<file path="src/rtl/core/qbrd_pkg.sv">
// ---------------------------------------------------------------------------
// qbrd_pkg
// Types, codes and divider constants shared by the QoS bit-rate and
// transfer-delay codec.
// ---------------------------------------------------------------------------
`default_nettype none

package qbrd_pkg;

   typedef enum logic [1:0] {
      CMD_DEC_RATE  = 2'd0,
      CMD_ENC_RATE  = 2'd1,
      CMD_DEC_DELAY = 2'd2,
      CMD_ENC_DELAY = 2'd3
   } cmd_type;

   typedef enum logic [2:0] {
      DIV_100000 = 3'd0,
      DIV_10000  = 3'd1,
      DIV_4000   = 3'd2,
      DIV_2000   = 3'd3,
      DIV_1000   = 3'd4,
      DIV_100    = 3'd5,
      DIV_50     = 3'd6,
      DIV_10     = 3'd7
   } div_sel_type;

   localparam logic [1:0] EXT_NONE = 2'd0;
   localparam logic [1:0] EXT_ONE  = 2'd1;
   localparam logic [1:0] EXT_TWO  = 2'd2;

   localparam logic [7:0] EXT1_MARK = 8'hfe;
   localparam logic [7:0] EXT2_MARK = 8'hfa;

   // Reciprocal scale: quotient estimate is (n * recip) >> RECIP_SHIFT
   localparam int unsigned RECIP_SHIFT = 24;

   typedef struct packed {
      cmd_type     cmd;
      logic        is_div;
      logic [1:0]  lvl;
      logic [31:0] base;
      logic [23:0] op_a;
      logic [20:0] op_b;
      div_sel_type sel;
   } s1_type;

   typedef struct packed {
      cmd_type     cmd;
      logic        is_div;
      logic [1:0]  lvl;
      logic [31:0] base;
      logic [23:0] n;
      div_sel_type sel;
      logic [31:0] prod;
   } s2_type;

   typedef struct packed {
      cmd_type     cmd;
      logic        is_div;
      logic [1:0]  lvl;
      logic [31:0] value;
      logic [7:0]  q_est;
      logic [17:0] rem;
      div_sel_type sel;
   } s3_type;

   typedef struct packed {
      logic [31:0] rate_kbps;
      logic [7:0]  rate_octet;
      logic [7:0]  ext1_octet;
      logic [7:0]  ext2_octet;
      logic [1:0]  ext_level;
      logic [12:0] delay_ms;
      logic [5:0]  delay_octet;
   } rsp_type;

   function automatic logic [20:0] div_recip(input div_sel_type sel);
      logic [20:0] r;
      unique case (sel)
         DIV_100000: r = 21'd167;
         DIV_10000:  r = 21'd1677;
         DIV_4000:   r = 21'd4194;
         DIV_2000:   r = 21'd8388;
         DIV_1000:   r = 21'd16777;
         DIV_100:    r = 21'd167772;
         DIV_50:     r = 21'd335544;
         DIV_10:     r = 21'd1677721;
         default:    r = 21'd1677721;
      endcase
      return r;
   endfunction

   function automatic logic [16:0] div_value(input div_sel_type sel);
      logic [16:0] d;
      unique case (sel)
         DIV_100000: d = 17'd100000;
         DIV_10000:  d = 17'd10000;
         DIV_4000:   d = 17'd4000;
         DIV_2000:   d = 17'd2000;
         DIV_1000:   d = 17'd1000;
         DIV_100:    d = 17'd100;
         DIV_50:     d = 17'd50;
         DIV_10:     d = 17'd10;
         default:    d = 17'd10;
      endcase
      return d;
   endfunction

endpackage

`default_nettype wire

</file>
<file path="src/rtl/core/qbrd_req_if.sv">
// ---------------------------------------------------------------------------
// qbrd_req_if
// Request channel of the codec: valid/ready handshake and the input word.
// ---------------------------------------------------------------------------
`default_nettype none

interface qbrd_req_if;
   logic        valid;
   logic        ready;
   logic [1:0]  cmd;
   logic [7:0]  rate_octet_in;
   logic [7:0]  ext1_octet_in;
   logic [7:0]  ext2_octet_in;
   logic [31:0] rate_kbps_in;
   logic [7:0]  delay_octet_in;
   logic [15:0] delay_ms_in;

   modport source (
      output valid, cmd, rate_octet_in, ext1_octet_in, ext2_octet_in,
             rate_kbps_in, delay_octet_in, delay_ms_in,
      input  ready
   );
   modport sink (
      input  valid, cmd, rate_octet_in, ext1_octet_in, ext2_octet_in,
             rate_kbps_in, delay_octet_in, delay_ms_in,
      output ready
   );
endinterface

`default_nettype wire

</file>
<file path="src/rtl/core/qbrd_rsp_if.sv">
// ---------------------------------------------------------------------------
// qbrd_rsp_if
// Response channel of the codec: valid/ready handshake and the result word.
// ---------------------------------------------------------------------------
`default_nettype none

interface qbrd_rsp_if;
   logic        valid;
   logic        ready;
   logic [31:0] rate_kbps_out;
   logic [7:0]  rate_octet_out;
   logic [7:0]  ext1_octet_out;
   logic [7:0]  ext2_octet_out;
   logic [1:0]  ext_level;
   logic [12:0] delay_ms_out;
   logic [5:0]  delay_octet_out;

   modport source (
      output valid, rate_kbps_out, rate_octet_out, ext1_octet_out, ext2_octet_out,
             ext_level, delay_ms_out, delay_octet_out,
      input  ready
   );
   modport sink (
      input  valid, rate_kbps_out, rate_octet_out, ext1_octet_out, ext2_octet_out,
             ext_level, delay_ms_out, delay_octet_out,
      output ready
   );
endinterface

`default_nettype wire

</file>
<file path="src/rtl/core/qbrd_classify.sv">
// ---------------------------------------------------------------------------
// qbrd_classify
// Stage 1: pick the band of each field and set up a base plus either a
// multiply by a step size or a divide by a step size.
// ---------------------------------------------------------------------------
`default_nettype none

module qbrd_classify import qbrd_pkg::*; (
   input  logic        clock,
   input  logic        reset,
   qbrd_req_if.sink    req,
   output logic        s1_valid_ff,
   input  logic        s1_ready,
   output s1_type      s1_ff
);

   logic        s1_valid_in;
   s1_type      s1_in;
   logic        load;
   logic [7:0]  b;
   logic [7:0]  e1;
   logic [7:0]  e2;
   logic [31:0] k;
   logic [31:0] k_576;
   logic [31:0] k_64;
   logic [5:0]  dc;
   logic [15:0] ms;
   logic [15:0] ms_c;

   assign b     = req.rate_octet_in;
   assign e1    = req.ext1_octet_in;
   assign e2    = req.ext2_octet_in;
   assign k     = req.rate_kbps_in;
   assign k_576 = k - 32'd576;
   assign k_64  = k - 32'd64;
   assign dc    = req.delay_octet_in[5:0];
   assign ms    = req.delay_ms_in;
   assign ms_c  = (ms > 16'd150) ? 16'd150 : ms;

   assign req.ready   = !s1_valid_ff || s1_ready;
   assign load        = req.valid && req.ready;
   assign s1_valid_in = req.ready ? req.valid : s1_valid_ff;

   always_comb begin
      s1_in      = '0;
      s1_in.cmd  = cmd_type'(req.cmd);
      s1_in.sel  = DIV_10;
      s1_in.lvl  = EXT_NONE;
      s1_in.op_b = 21'd1;
      unique case (s1_in.cmd)
         CMD_DEC_RATE: begin
            if (b == 8'h00) begin
               s1_in.base = '0;
            end else if (b == 8'hff) begin
               s1_in.base = '1;
            end else if (b == EXT1_MARK) begin
               if (e1 == 8'h00) begin
                  s1_in.base = 32'd8640;
               end else if (e1 == EXT2_MARK) begin
                  if (e2 >= 8'ha2 && e2 <= 8'hf6) begin
                     s1_in.base = 32'd1500000;
                     s1_in.op_a = 24'(e2 - 8'ha1);
                     s1_in.op_b = 21'd100000;
                  end else if (e2 >= 8'h3e && e2 <= 8'ha1) begin
                     s1_in.base = 32'd500000;
                     s1_in.op_a = 24'(e2 - 8'h3d);
                     s1_in.op_b = 21'd10000;
                  end else begin
                     s1_in.base = 32'd256000;
                     s1_in.op_a = 24'(e2);
                     s1_in.op_b = 21'd4000;
                  end
               end else if (e1 >= 8'hbb && e1 <= 8'hfa) begin
                  s1_in.base = 32'd128000;
                  s1_in.op_a = 24'(e1 - 8'hba);
                  s1_in.op_b = 21'd2000;
               end else if (e1 >= 8'h4b && e1 <= 8'hba) begin
                  s1_in.base = 32'd16000;
                  s1_in.op_a = 24'(e1 - 8'h4a);
                  s1_in.op_b = 21'd1000;
               end else begin
                  s1_in.base = 32'd8600;
                  s1_in.op_a = 24'(e1);
                  s1_in.op_b = 21'd100;
               end
            end else if (b[7]) begin
               s1_in.base = 32'd576;
               s1_in.op_a = 24'(b[6:0]);
               s1_in.op_b = 21'd64;
            end else if (b[6]) begin
               s1_in.base = 32'd64;
               s1_in.op_a = 24'(b[5:0]);
               s1_in.op_b = 21'd8;
            end else begin
               s1_in.base = 32'(b);
            end
         end
         CMD_ENC_RATE: begin
            s1_in.is_div = 1'b1;
            if (k >= 32'd260000) begin
               s1_in.lvl = EXT_TWO;
               if (k > 32'd10000000) begin
                  s1_in.base = 32'h0000_00f6;
               end else if (k >= 32'd1600000) begin
                  s1_in.base = 32'h0000_00a1;
                  s1_in.op_a = 24'(k - 32'd1500000);
                  s1_in.sel  = DIV_100000;
               end else if (k >= 32'd510000) begin
                  s1_in.base = 32'h0000_002d;
                  s1_in.op_a = 24'(k - 32'd500000);
                  s1_in.sel  = DIV_10000;
               end else begin
                  s1_in.op_a = 24'(k - 32'd256000);
                  s1_in.sel  = DIV_4000;
               end
            end else if (k >= 32'd8700) begin
               s1_in.lvl = EXT_ONE;
               if (k >= 32'd130000) begin
                  s1_in.base = 32'h0000_00ba;
                  s1_in.op_a = 24'(k - 32'd128000);
                  s1_in.sel  = DIV_2000;
               end else if (k >= 32'd17000) begin
                  s1_in.base = 32'h0000_004a;
                  s1_in.op_a = 24'(k - 32'd16000);
                  s1_in.sel  = DIV_1000;
               end else begin
                  s1_in.op_a = 24'(k - 32'd8600);
                  s1_in.sel  = DIV_100;
               end
            end else if (k >= 32'd576) begin
               s1_in.base = 32'(8'h80 + {1'b0, k_576[12:6]});
            end else if (k >= 32'd64) begin
               s1_in.base = 32'(8'h40 + {2'b0, k_64[8:3]});
            end else if (k != 32'd0) begin
               s1_in.base = 32'(k[5:0]);
            end else begin
               s1_in.base = 32'h0000_00ff;
            end
         end
         CMD_DEC_DELAY: begin
            if (dc <= 6'h0f) begin
               s1_in.op_a = 24'(dc);
               s1_in.op_b = 21'd10;
            end else if (dc <= 6'h1f) begin
               s1_in.base = 32'd200;
               s1_in.op_a = 24'(dc - 6'h10);
               s1_in.op_b = 21'd50;
            end else begin
               s1_in.base = 32'd1000;
               s1_in.op_a = 24'(dc - 6'h20);
               s1_in.op_b = 21'd100;
            end
         end
         CMD_ENC_DELAY: begin
            s1_in.is_div = 1'b1;
            if (ms >= 16'd4000) begin
               s1_in.base = 32'h0000_003e;
            end else if (ms >= 16'd1000) begin
               s1_in.base = 32'h0000_0020;
               s1_in.op_a = 24'(ms - 16'd1000);
               s1_in.sel  = DIV_100;
            end else if (ms >= 16'd200) begin
               s1_in.base = 32'h0000_0010;
               s1_in.op_a = 24'(ms - 16'd200);
               s1_in.sel  = DIV_50;
            end else if (ms_c >= 16'd10) begin
               s1_in.op_a = 24'(ms_c);
               s1_in.sel  = DIV_10;
            end else begin
               s1_in.base = 32'h0000_0001;
            end
         end
         default: begin
            s1_in.base = '0;
         end
      endcase
      if (s1_in.is_div) begin
         s1_in.op_b = div_recip(s1_in.sel);
      end
   end

   always_ff @(posedge clock) begin
      if (reset) begin
         s1_valid_ff <= 1'b0;
      end else begin
         s1_valid_ff <= s1_valid_in;
      end
   end

   always_ff @(posedge clock) begin
      if (load) begin
         s1_ff <= s1_in;
      end
   end

endmodule

`default_nettype wire

</file>
<file path="src/rtl/core/qbrd_divmul.sv">
// ---------------------------------------------------------------------------
// qbrd_divmul
// Stages 2 and 3: shared multiplier for step scaling and reciprocal
// division, then the remainder of the quotient estimate.
// ---------------------------------------------------------------------------
`default_nettype none

module qbrd_divmul import qbrd_pkg::*; (
   input  logic        clock,
   input  logic        reset,
   input  logic        s1_valid,
   output logic        s1_ready,
   input  s1_type      s1,
   output logic        s3_valid_ff,
   input  logic        s3_ready,
   output s3_type      s3_ff
);

   logic        s2_valid_ff;
   logic        s2_valid_in;
   s2_type      s2_ff;
   s2_type      s2_in;
   logic        s2_ready;
   logic        s3_valid_in;
   s3_type      s3_in;
   logic [44:0] full_prod;
   logic [24:0] qd;
   logic [24:0] rem_wide;

   assign s2_ready    = !s3_valid_ff || s3_ready;
   assign s1_ready    = !s2_valid_ff || s2_ready;
   assign s2_valid_in = s1_ready ? s1_valid : s2_valid_ff;
   assign s3_valid_in = s2_ready ? s2_valid_ff : s3_valid_ff;

   assign full_prod = {21'b0, s1.op_a} * {24'b0, s1.op_b};

   always_comb begin
      s2_in        = '0;
      s2_in.cmd    = s1.cmd;
      s2_in.is_div = s1.is_div;
      s2_in.lvl    = s1.lvl;
      s2_in.base   = s1.base;
      s2_in.n      = s1.op_a;
      s2_in.sel    = s1.sel;
      s2_in.prod   = full_prod[31:0];
   end

   assign qd       = 25'(s2_ff.prod[RECIP_SHIFT +: 8]) * 25'(div_value(s2_ff.sel));
   assign rem_wide = {1'b0, s2_ff.n} - qd;

   always_comb begin
      s3_in        = '0;
      s3_in.cmd    = s2_ff.cmd;
      s3_in.is_div = s2_ff.is_div;
      s3_in.lvl    = s2_ff.lvl;
      s3_in.sel    = s2_ff.sel;
      s3_in.q_est  = s2_ff.prod[RECIP_SHIFT +: 8];
      s3_in.rem    = rem_wide[17:0];
      s3_in.value  = s2_ff.is_div ? s2_ff.base : s2_ff.base + s2_ff.prod;
   end

   always_ff @(posedge clock) begin
      if (reset) begin
         s2_valid_ff <= 1'b0;
         s3_valid_ff <= 1'b0;
      end else begin
         s2_valid_ff <= s2_valid_in;
         s3_valid_ff <= s3_valid_in;
      end
   end

   always_ff @(posedge clock) begin
      if (s1_valid && s1_ready) begin
         s2_ff <= s2_in;
      end
      if (s2_valid_ff && s2_ready) begin
         s3_ff <= s3_in;
      end
   end

endmodule

`default_nettype wire

</file>
<file path="src/rtl/core/qbrd_format.sv">
// ---------------------------------------------------------------------------
// qbrd_format
// Stage 4: correct the quotient, place the code in its octet or pass the
// decoded value through, and register the response word.
// ---------------------------------------------------------------------------
`default_nettype none

module qbrd_format import qbrd_pkg::*; (
   input  logic        clock,
   input  logic        reset,
   input  logic        s3_valid,
   output logic        s3_ready,
   input  s3_type      s3,
   qbrd_rsp_if.source  rsp
);

   logic        out_valid_ff;
   logic        out_valid_in;
   rsp_type     out_ff;
   rsp_type     out_in;
   logic        fix;
   logic [7:0]  code;
   logic [31:0] value;

   assign s3_ready     = !out_valid_ff || rsp.ready;
   assign out_valid_in = s3_ready ? s3_valid : out_valid_ff;

   assign fix   = s3.rem >= {1'b0, div_value(s3.sel)};
   assign code  = s3.value[7:0] + s3.q_est + {7'b0, fix};
   assign value = s3.is_div ? {24'b0, code} : s3.value;

   always_comb begin
      out_in = '0;
      unique case (s3.cmd)
         CMD_DEC_RATE: begin
            out_in.rate_kbps = value;
         end
         CMD_ENC_RATE: begin
            out_in.ext_level = s3.lvl;
            unique case (s3.lvl)
               EXT_TWO: begin
                  out_in.rate_octet = EXT1_MARK;
                  out_in.ext1_octet = EXT2_MARK;
                  out_in.ext2_octet = code;
               end
               EXT_ONE: begin
                  out_in.rate_octet = EXT1_MARK;
                  out_in.ext1_octet = code;
               end
               default: begin
                  out_in.rate_octet = code;
               end
            endcase
         end
         CMD_DEC_DELAY: begin
            out_in.delay_ms = value[12:0];
         end
         CMD_ENC_DELAY: begin
            out_in.delay_octet = code[5:0];
         end
         default: begin
            out_in.rate_kbps = '0;
         end
      endcase
   end

   always_ff @(posedge clock) begin
      if (reset) begin
         out_valid_ff <= 1'b0;
      end else begin
         out_valid_ff <= out_valid_in;
      end
   end

   always_ff @(posedge clock) begin
      if (s3_valid && s3_ready) begin
         out_ff <= out_in;
      end
   end

   assign rsp.valid           = out_valid_ff;
   assign rsp.rate_kbps_out   = out_ff.rate_kbps;
   assign rsp.rate_octet_out  = out_ff.rate_octet;
   assign rsp.ext1_octet_out  = out_ff.ext1_octet;
   assign rsp.ext2_octet_out  = out_ff.ext2_octet;
   assign rsp.ext_level       = out_ff.ext_level;
   assign rsp.delay_ms_out    = out_ff.delay_ms;
   assign rsp.delay_octet_out = out_ff.delay_octet;

endmodule

`default_nettype wire

</file>
<file path="src/rtl/core/qos_bit_rate_delay_codec.sv">
// A request word passes the stage 1, 2, 3 and response registers.
// Throughput: one word per cycle unless the response side stalls; four
// pipeline registers, the response register included, and the shared 24x21
// multiplier in stage 2 set it. A response stall holds words; nothing drops.
// Reset clears the valid bits only; payload registers are not reset.
// ---------------------------------------------------------------------------
// qos_bit_rate_delay_codec
// GPRS QoS bit-rate and transfer-delay octet codec: decode and encode of the
// rate octets and the six-bit delay code, one word per cycle unless stalled.
// ---------------------------------------------------------------------------
`default_nettype none

module qos_bit_rate_delay_codec import qbrd_pkg::*; (
   input  logic        clock,
   input  logic        reset,
   qbrd_req_if.sink    req,
   qbrd_rsp_if.source  rsp
);

   logic   s1_valid;
   logic   s1_ready;
   s1_type s1;
   logic   s3_valid;
   logic   s3_ready;
   s3_type s3;

   qbrd_classify u_classify (
      .clock       (clock),
      .reset       (reset),
      .req         (req),
      .s1_valid_ff (s1_valid),
      .s1_ready    (s1_ready),
      .s1_ff       (s1)
   );

   qbrd_divmul u_divmul (
      .clock       (clock),
      .reset       (reset),
      .s1_valid    (s1_valid),
      .s1_ready    (s1_ready),
      .s1          (s1),
      .s3_valid_ff (s3_valid),
      .s3_ready    (s3_ready),
      .s3_ff       (s3)
   );

   qbrd_format u_format (
      .clock    (clock),
      .reset    (reset),
      .s3_valid (s3_valid),
      .s3_ready (s3_ready),
      .s3       (s3),
      .rsp      (rsp)
   );

endmodule

`default_nettype wire
</file>
<file path="src/flat_wrapper.sv">
// flat-port wrapper written by rule: the top's interface ports become plain ports
module qos_bit_rate_delay_codec_flat import qbrd_pkg::*;
  (clock, reset, req_valid, req_cmd, req_rate_octet_in, req_ext1_octet_in, req_ext2_octet_in, req_rate_kbps_in, req_delay_octet_in, req_delay_ms_in, req_ready, rsp_valid, rsp_rate_kbps_out, rsp_rate_octet_out, rsp_ext1_octet_out, rsp_ext2_octet_out, rsp_ext_level, rsp_delay_ms_out, rsp_delay_octet_out, rsp_ready);
  qbrd_req_if req_i ();
  qbrd_rsp_if rsp_i ();
  input  logic clock;
  input  logic reset;
  input wire logic [$bits(req_i.valid)-1:0] req_valid;
  input wire logic [$bits(req_i.cmd)-1:0] req_cmd;
  input wire logic [$bits(req_i.rate_octet_in)-1:0] req_rate_octet_in;
  input wire logic [$bits(req_i.ext1_octet_in)-1:0] req_ext1_octet_in;
  input wire logic [$bits(req_i.ext2_octet_in)-1:0] req_ext2_octet_in;
  input wire logic [$bits(req_i.rate_kbps_in)-1:0] req_rate_kbps_in;
  input wire logic [$bits(req_i.delay_octet_in)-1:0] req_delay_octet_in;
  input wire logic [$bits(req_i.delay_ms_in)-1:0] req_delay_ms_in;
  output wire logic [$bits(req_i.ready)-1:0] req_ready;
  output wire logic [$bits(rsp_i.valid)-1:0] rsp_valid;
  output wire logic [$bits(rsp_i.rate_kbps_out)-1:0] rsp_rate_kbps_out;
  output wire logic [$bits(rsp_i.rate_octet_out)-1:0] rsp_rate_octet_out;
  output wire logic [$bits(rsp_i.ext1_octet_out)-1:0] rsp_ext1_octet_out;
  output wire logic [$bits(rsp_i.ext2_octet_out)-1:0] rsp_ext2_octet_out;
  output wire logic [$bits(rsp_i.ext_level)-1:0] rsp_ext_level;
  output wire logic [$bits(rsp_i.delay_ms_out)-1:0] rsp_delay_ms_out;
  output wire logic [$bits(rsp_i.delay_octet_out)-1:0] rsp_delay_octet_out;
  input wire logic [$bits(rsp_i.ready)-1:0] rsp_ready;
  assign req_i.valid = req_valid;
  assign req_i.cmd = req_cmd;
  assign req_i.rate_octet_in = req_rate_octet_in;
  assign req_i.ext1_octet_in = req_ext1_octet_in;
  assign req_i.ext2_octet_in = req_ext2_octet_in;
  assign req_i.rate_kbps_in = req_rate_kbps_in;
  assign req_i.delay_octet_in = req_delay_octet_in;
  assign req_i.delay_ms_in = req_delay_ms_in;
  assign req_ready = req_i.ready;
  assign rsp_valid = rsp_i.valid;
  assign rsp_rate_kbps_out = rsp_i.rate_kbps_out;
  assign rsp_rate_octet_out = rsp_i.rate_octet_out;
  assign rsp_ext1_octet_out = rsp_i.ext1_octet_out;
  assign rsp_ext2_octet_out = rsp_i.ext2_octet_out;
  assign rsp_ext_level = rsp_i.ext_level;
  assign rsp_delay_ms_out = rsp_i.delay_ms_out;
  assign rsp_delay_octet_out = rsp_i.delay_octet_out;
  assign rsp_i.ready = rsp_ready;
  qos_bit_rate_delay_codec u_core (.clock(clock), .reset(reset), .req(req_i), .rsp(rsp_i));
endmodule
</file>
<file path="config.mk">
export PLATFORM = sky130hd
export DESIGN_NAME = qos_bit_rate_delay_codec_flat
export DESIGN_NICKNAME = d
export VERILOG_FILES = /design/src/rtl/core/qbrd_pkg.sv /design/src/rtl/core/qbrd_req_if.sv /design/src/rtl/core/qbrd_rsp_if.sv /design/src/rtl/core/qbrd_classify.sv /design/src/rtl/core/qbrd_divmul.sv /design/src/rtl/core/qbrd_format.sv /design/src/rtl/core/qos_bit_rate_delay_codec.sv /design/src/flat_wrapper.sv
export SDC_FILE = /design/constraint.sdc
export NUM_CORES = 2
export LEC_CHECK = 0
export BUFFER_PORTS_ARGS = -buffer_cell sky130_fd_sc_hd__buf_2
export CORE_UTILIZATION = 30
export DETAILED_ROUTE_END_ITERATION = 7
export PLACE_DENSITY = 0.44
export SYNTH_ARGS = -nofsm -noshare
export SYNTH_HDL_FRONTEND = slang
export SYNTH_SLANG_ARGS = --single-unit
</file>
<file path="constraint.sdc">
create_clock -name clock -period 15.6 [get_ports clock]
set_clock_uncertainty 0.2 [all_clocks]
set_input_delay 3.9 -clock clock [delete_from_list [all_inputs] [get_ports clock]]
set_output_delay 3.9 -clock clock [all_outputs]
set_load 0.005 [all_outputs]
</file>
### Word level (Yosys, flattened, before mapping)

Memories as Yosys holds them, arrays and structs flattened. A register that Yosys moved wholly into a read port is not among the register bits.
Index checks and enable logic that the tools add are counted.

| storage, ports and cells | value |
|---|---|
| bits in registers | 322 |
| memory bits (read-only) | 392 |
| bits of input ports | 86 |
| output and inout bits | 79 |
| word-level logic and storage cells | 189 |
| memories kept | 3 |

Memories:

| memory | words | width | read ports | clocked after memory_dff | write ports | RTL line | source |
|---|---|---|---|---|---|---|---|
| (name not given) | 8 | 21 | 1 | 0 | 0 | qbrd_pkg.sv:80 | `unique case (sel)` |
| (name not given) | 8 | 14 | 1 | 1 | 0 | qbrd_pkg.sv:96 | `unique case (sel)` |
| (name not given) | 8 | 14 | 1 | 1 | 0 | qbrd_pkg.sv:96 |  |

| cells by class | value |
|---|---|
| add/sub/neg operators | 22 |
| multipliers | 2 |
| order comparisons | 25 |
| eq/ne operators | 11 |
| mux-type cells | 61 |
| bitwise gates (word level) | 3 |
| reductions and logical operators | 27 |

Operators with widths:

| cell | number |
|---|---|
| $mux 77 | 4 |
| $mux 32 | 9 |
| $mux 56 | 4 |
| $pmux 56 s4 | 1 |
| $mux 45 | 4 |
| $mux 24 | 5 |
| $mux 58 | 2 |
| $mux 66 | 1 |
| $mux 64 | 1 |
| $mux 55 | 1 |
| $sub 24x14->24 const B | 2 |
| $pmux 21 s2 | 1 |
| $add 32x32->32 | 1 |
| $ge 32x10->1 const B | 1 |
| $ge 32x14->1 const B | 1 |
| $ge 32x15->1 const B | 1 |
| $ge 32x17->1 const B | 1 |
| $ge 32x18->1 const B | 1 |
| $ge 32x19->1 const B | 1 |
| $ge 32x21->1 const B | 1 |
| $ge 32x7->1 const B | 1 |
| $gt 32x24->1 const B | 1 |
| $le 8x8->1 const B | 4 |
| $mul 24x21->32 | 1 |
| other kinds (56) | 101 |

### Logic depth before layout (Yosys ltp)

| depth | value |
|---|---|
| word-level depth | 11 |
| mapped depth | 27 |

### By module

Synthesis repeated with hierarchy kept, for this count alone.

| second synthesis, totals | value |
|---|---|
| cell total of the unflattened synthesis | 3,617 |
| area total of the unflattened synthesis | 34,697.0 µm² |

By module, submodules not included:

| module | times used | cells an instance | area each (µm²) |
|---|---|---|---|
| qbrd_divmul | 1 | 2,359 | 23,401.2 |
| qbrd_classify | 1 | 951 | 7,458.4 |
| qbrd_format | 1 | 307 | 3,837.4 |

### Least setup slack after synthesis

OpenSTA, ideal clock, no wires.

| timing | value |
|---|---|
| path kind | input -> output |
| from | in rsp_ready |
| to | out req_ready |
| data arrival time | 4.326 ns |
| required time | 11.500 ns |
| path slack | 7.174 ns |
| cell stages on the path | 2 |
| cell sequence | nor2b_1 -> nand4_1 |

| between the ends | value |
|---|---|
| cells in the longest elaborated chain, start to end | 4 |

RTL lines:

| element | RTL line | source |
|---|---|---|
| from (decl) | flat_wrapper.sv:25 | `input wire logic [$bits(rsp_i.ready)-1:0] rsp_ready;` |
| $logic_or 1x1->1 | qbrd_format.sv:25 | `assign s3_ready = !out_valid_ff \|\| rsp.ready;` |
| $logic_or 1x1->1 | qbrd_divmul.sv:30 | `assign s2_ready = !s3_valid_ff \|\| s3_ready;` |
| $logic_or 1x1->1 | qbrd_divmul.sv:31 | `assign s1_ready = !s2_valid_ff \|\| s2_ready;` |
| $logic_or 1x1->1 | qbrd_classify.sv:40 | `assign req.ready = !s1_valid_ff \|\| s1_ready;` |
| to (decl) | flat_wrapper.sv:16 | `output wire logic [$bits(req_i.ready)-1:0] req_ready;` |

Every way passes these cells.

### Final worst setup path

Ends and elaborated chain as after synthesis.

==> qor_table.md <==
| Quantity | Reported |
| --- | --- |
| Initial cell density of the core | 0.303 |
| Type of element launching the critical path | input pin |
| Async SR Flop Fraction | 0 |
| Endpoint of the most critical register-to-register path | u_core.u_divmul.s2_ff[31] |
| Library cell used as clock root buffer | sky130_fd_sc_hd__clkbuf_16 |
| Fin crit period | 8.91 ns |
| Max-slew headroom | 0.202 |
| Setup TNS after final layout | 0 ns |
| Worst hold path stage count | 0 |
| Total setup buffers inserted after CTS | 0 |
| Clock tree from TritonCTS | yes |
| Result of the run | complete, no violations |
| Biggest fanout along the worst timing path | 6 |
| Clock-pin slew of the registers on the worst-case setup and hold paths | 0.06 ns |
| HPWL after detailed placement | 76300 µm |
| Launching point of the worst reg2reg path | u_core.u_classify.s1_ff[30] |
| Residual overflow from global routing | 0 |
| Num ports | 165 |
| Number of cells on the worst reg-to-reg path | 22 |
| Die width | 339 µm |
| Post-synthesis share of cell area spent on and, or, nand and nor gates | 0.168 |
| Synthesized flop and latch total | 323 |
| Fillcell total | 11734 |
| Gate Count Post-Synth | 3544 |
| Setup repair after global routing missed its margin | no |
| Total routing resource utilization after global routing | 0.174 |
| DIE HEIGHT | 339 µm |
| Growth of design area from synthesis to finish | 11.1% |
| Net Count, Synth | 4277 |
| Number of sinks driven by the clock tree | 323 |
| Number of antenna violations at the first check in global routing | 3 |
| Data arrival at the endpoint of the critical path | 4.81 ns |
| Area of the mapped netlist | 34100 µm² |
| Number of distinct library cells after synthesis | 91 |
| Number of global-route vias before repair | 26151 |
| Area of combinational cells with multiple inputs | 22100 µm² |
| Largest net degree at the start of global routing | 73 |
| Area of all placed cells without fillers | 37900 µm² |
| Sequential cell area | 9400 µm² |
| Count of vias placed by the detailed router | 24770 |
| Share of layout cells above drive strength 1 | 0.0867 |
| Share of the synthesized area in compound gates (AO/OA/AOI/OAI) | 0.104 |
| Post-synth EDFFs | 293 |
| Slew at the pin with the worst max-slew slack | 1.20 ns |
| Startpoint of the worst hold path | u_core.u_classify.s1_ff[63] |
| H-tree lvl count | 2 |
| YS warnings | 0 |
| Top cell type by total area after synthesis | sky130_fd_sc_hd__edfxtp_1 |
| FP Rows | 123 |
| Reg-to-reg slack, setup | 7.14 ns |
| Number of CTS-inserted buffers | 41 |
| Hold Violations, Final | 0 |
| Final cycle utilization of the critical path | 0.571 |
| Fin. max-slew vios | 0 |
| Highest Clock Rate | 0.112 GHz |
| Drt wl/cell | 19.1 µm |
| Commonest cells post-synth | sky130_fd_sc_hd__inv_1, sky130_fd_sc_hd__fa_1, sky130_fd_sc_hd__nand2_1 |
| Post-synth top flop | sky130_fd_sc_hd__edfxtp_1 |
| First-pass iteration count of the detailed router | 5 |
| HP Class | reg2reg |
| Final Wtd Congestion | 0.864 |
| Adder-cell share of the synthesized area | 0.329 |
| Clk_lat worst skew | 0.58 ns |
| Global-route wire length before repair | 155000 µm |
| Worst hold path endpoint | u_core.u_divmul.s2_ff[74] |
| Post-route antenna net violation count | 0 |
| Worst Path Required | 11.50 ns |
| Number of nets in the layout | 4382 |
| Final Core Density | 0.337 |
| Detail-routed via count per cell | 4.78 |
| Endpoint class of the critical path | output pin |
| Area of the core | 113000 µm² |
| Fraction of the yosys area taken by sequential cells | 0.276 |
| Floorplan die area | 115000 µm² |
| Post-Route WL | 98800 µm |
| # port buffers | 162 |
| Max_cap viols | 0 |
| Mean post-synth cell area | 9.63 µm² |
| Final setup violating endpoints | 0 |
| Initial drt markers | 1391 |
| Yosys top cell area share | 0.258 |
| Most frequent cell after synthesis | sky130_fd_sc_hd__inv_1 |
| Critical path class | in2out |
| Top cells by area in the synthesized netlist | sky130_fd_sc_hd__edfxtp_1, sky130_fd_sc_hd__fa_1, sky130_fd_sc_hd__ha_1, sky130_fd_sc_hd__inv_1, sky130_fd_sc_hd__and2_1 |
| Hold-fix buffers at CTS | 0 |
| Main combinational cell family by area after synthesis | adder cells |
| DRC viols | 0 |
| Maximum buffer depth of the clock tree | 3 |
| Mux cell area share after synthesis | 0.00668 |
| XOR/XNOR Fraction of Synth Area | 0.0388 |
| # resized after CTS | 0 |
| Total placed instance area | 36600 µm² |
-- worst max-delay path, cell delays in order --
cell and delay [ns]:
sky130_fd_sc_hd__buf_2 0.09, sky130_fd_sc_hd__nor2b_1 0.40, sky130_fd_sc_hd__nand4_1 0.24, sky130_fd_sc_hd__buf_2 0.18
-- worst max path at each step --
| stage | from | end | slack, ns | cells past startpoint |
|---|---|---|---|---|
| 2_1_floorplan | rsp_ready | req_ready | 7.17 | 2 |
| 3_3_place_gp | rsp_ready | req_ready | 6.69 | 4 |
| 3_5_place_dp | rsp_ready | req_ready | 6.68 | 4 |
| 4_1_cts | rsp_ready | req_ready | 6.68 | 4 |
| 5_1_grt | rsp_ready | req_ready | 6.57 | 4 |
| 6_report | rsp_ready | req_ready | 6.69 | 4 |
-- metal layers --
layer  up-vias  global-route usage  part of all wire
met5         -                   0                 0
met4         0              0.0480             0.027
met3       117              0.0187             0.037
met2       536               0.295              0.47
met1     12321               0.234              0.46
li1      11796                   -                 -
-- sequential cells by signal, summed over array words and instances, names as in the netlist, named ones only --
register and cells:
u_core.u_format.rsp.delay_ms_out 13, u_core.u_format.rsp.ext_level 2, u_core.u_format.rsp.delay_octet_out 6, u_core.u_format.rsp.ext1_octet_out 8
u_core.u_divmul.s3_valid_ff 1, u_core.u_classify.s1_valid_ff 1, u_core.u_format.rsp.rate_octet_out 8, u_core.u_divmul.s2_valid_ff 1
u_core.u_format.rsp.valid 1, u_core.u_divmul.s3_ff 66, u_core.u_format.rsp.ext2_octet_out 8, u_core.u_format.rsp.rate_kbps_out 32
u_core.u_classify.s1_ff 72, u_core.u_divmul.s2_ff 78
-- through the flow --
stage | setup WS [ns] | hold slack (ns) | std cells
finish | 6.69 | 0.202 | 5184
global route | 6.57 | 0.210 | 5181
CTS | 6.68 | 0.195 | 5180
detailed placement | 6.68 | 0.205 | 5105
global placement | 6.69 | 0.201 | 5105
floorplan | 7.17 | 0.200 | 3544
-- final cells by class --
class	instances	area share
Multi-Input combinational cell	2519	0.582
Sequential cell	323	0.248
Inverter	561	0.0556
Tap cell	1500	0.0495
Timing Repair Buffer	203	0.0295
Clock buffer	50	0.0282
Clock inverter	25	0.00716
Antenna cell	3	0.000198
-- cell usage in the layout, fill, tap and decap left out, types with 18 or more instances in the layout --
master	instances
sky130_fd_sc_hd__ha_1	230
sky130_fd_sc_hd__a21o_1	34
sky130_fd_sc_hd__nor2_1	186
sky130_fd_sc_hd__and3_1	20
sky130_fd_sc_hd__dfxtp_1	30
sky130_fd_sc_hd__buf_2	162
sky130_fd_sc_hd__nand3_1	36
sky130_fd_sc_hd__clkbuf_16	41
sky130_fd_sc_hd__xor2_1	45
sky130_fd_sc_hd__a31oi_1	20
sky130_fd_sc_hd__o21ai_0	131
sky130_fd_sc_hd__buf_4	41
sky130_fd_sc_hd__inv_1	554
sky130_fd_sc_hd__edfxtp_1	293
sky130_fd_sc_hd__nand2_1	412
sky130_fd_sc_hd__nor3_1	39
sky130_fd_sc_hd__nor2b_1	20
sky130_fd_sc_hd__fa_1	417
sky130_fd_sc_hd__nor4_1	18
sky130_fd_sc_hd__a21oi_1	147
sky130_fd_sc_hd__a211oi_1	19
sky130_fd_sc_hd__and2_1	320
sky130_fd_sc_hd__nand2b_1	21
sky130_fd_sc_hd__xnor2_1	106
-- logic make-up after synthesis --
logic type               count (synthesis)
AO/OA/AOI/OAI                          545
XOR/XNOR                               151
adder cells (fa/ha/maj)                647
buffers and inverters                  702
flip-flops                             323
multiplexers                            22
AND/OR/NAND/NOR                       1154
Power is left out: the tool's default activity adds up to more than one toggle a clock period on the data nets, which glitch-free logic cannot reach.
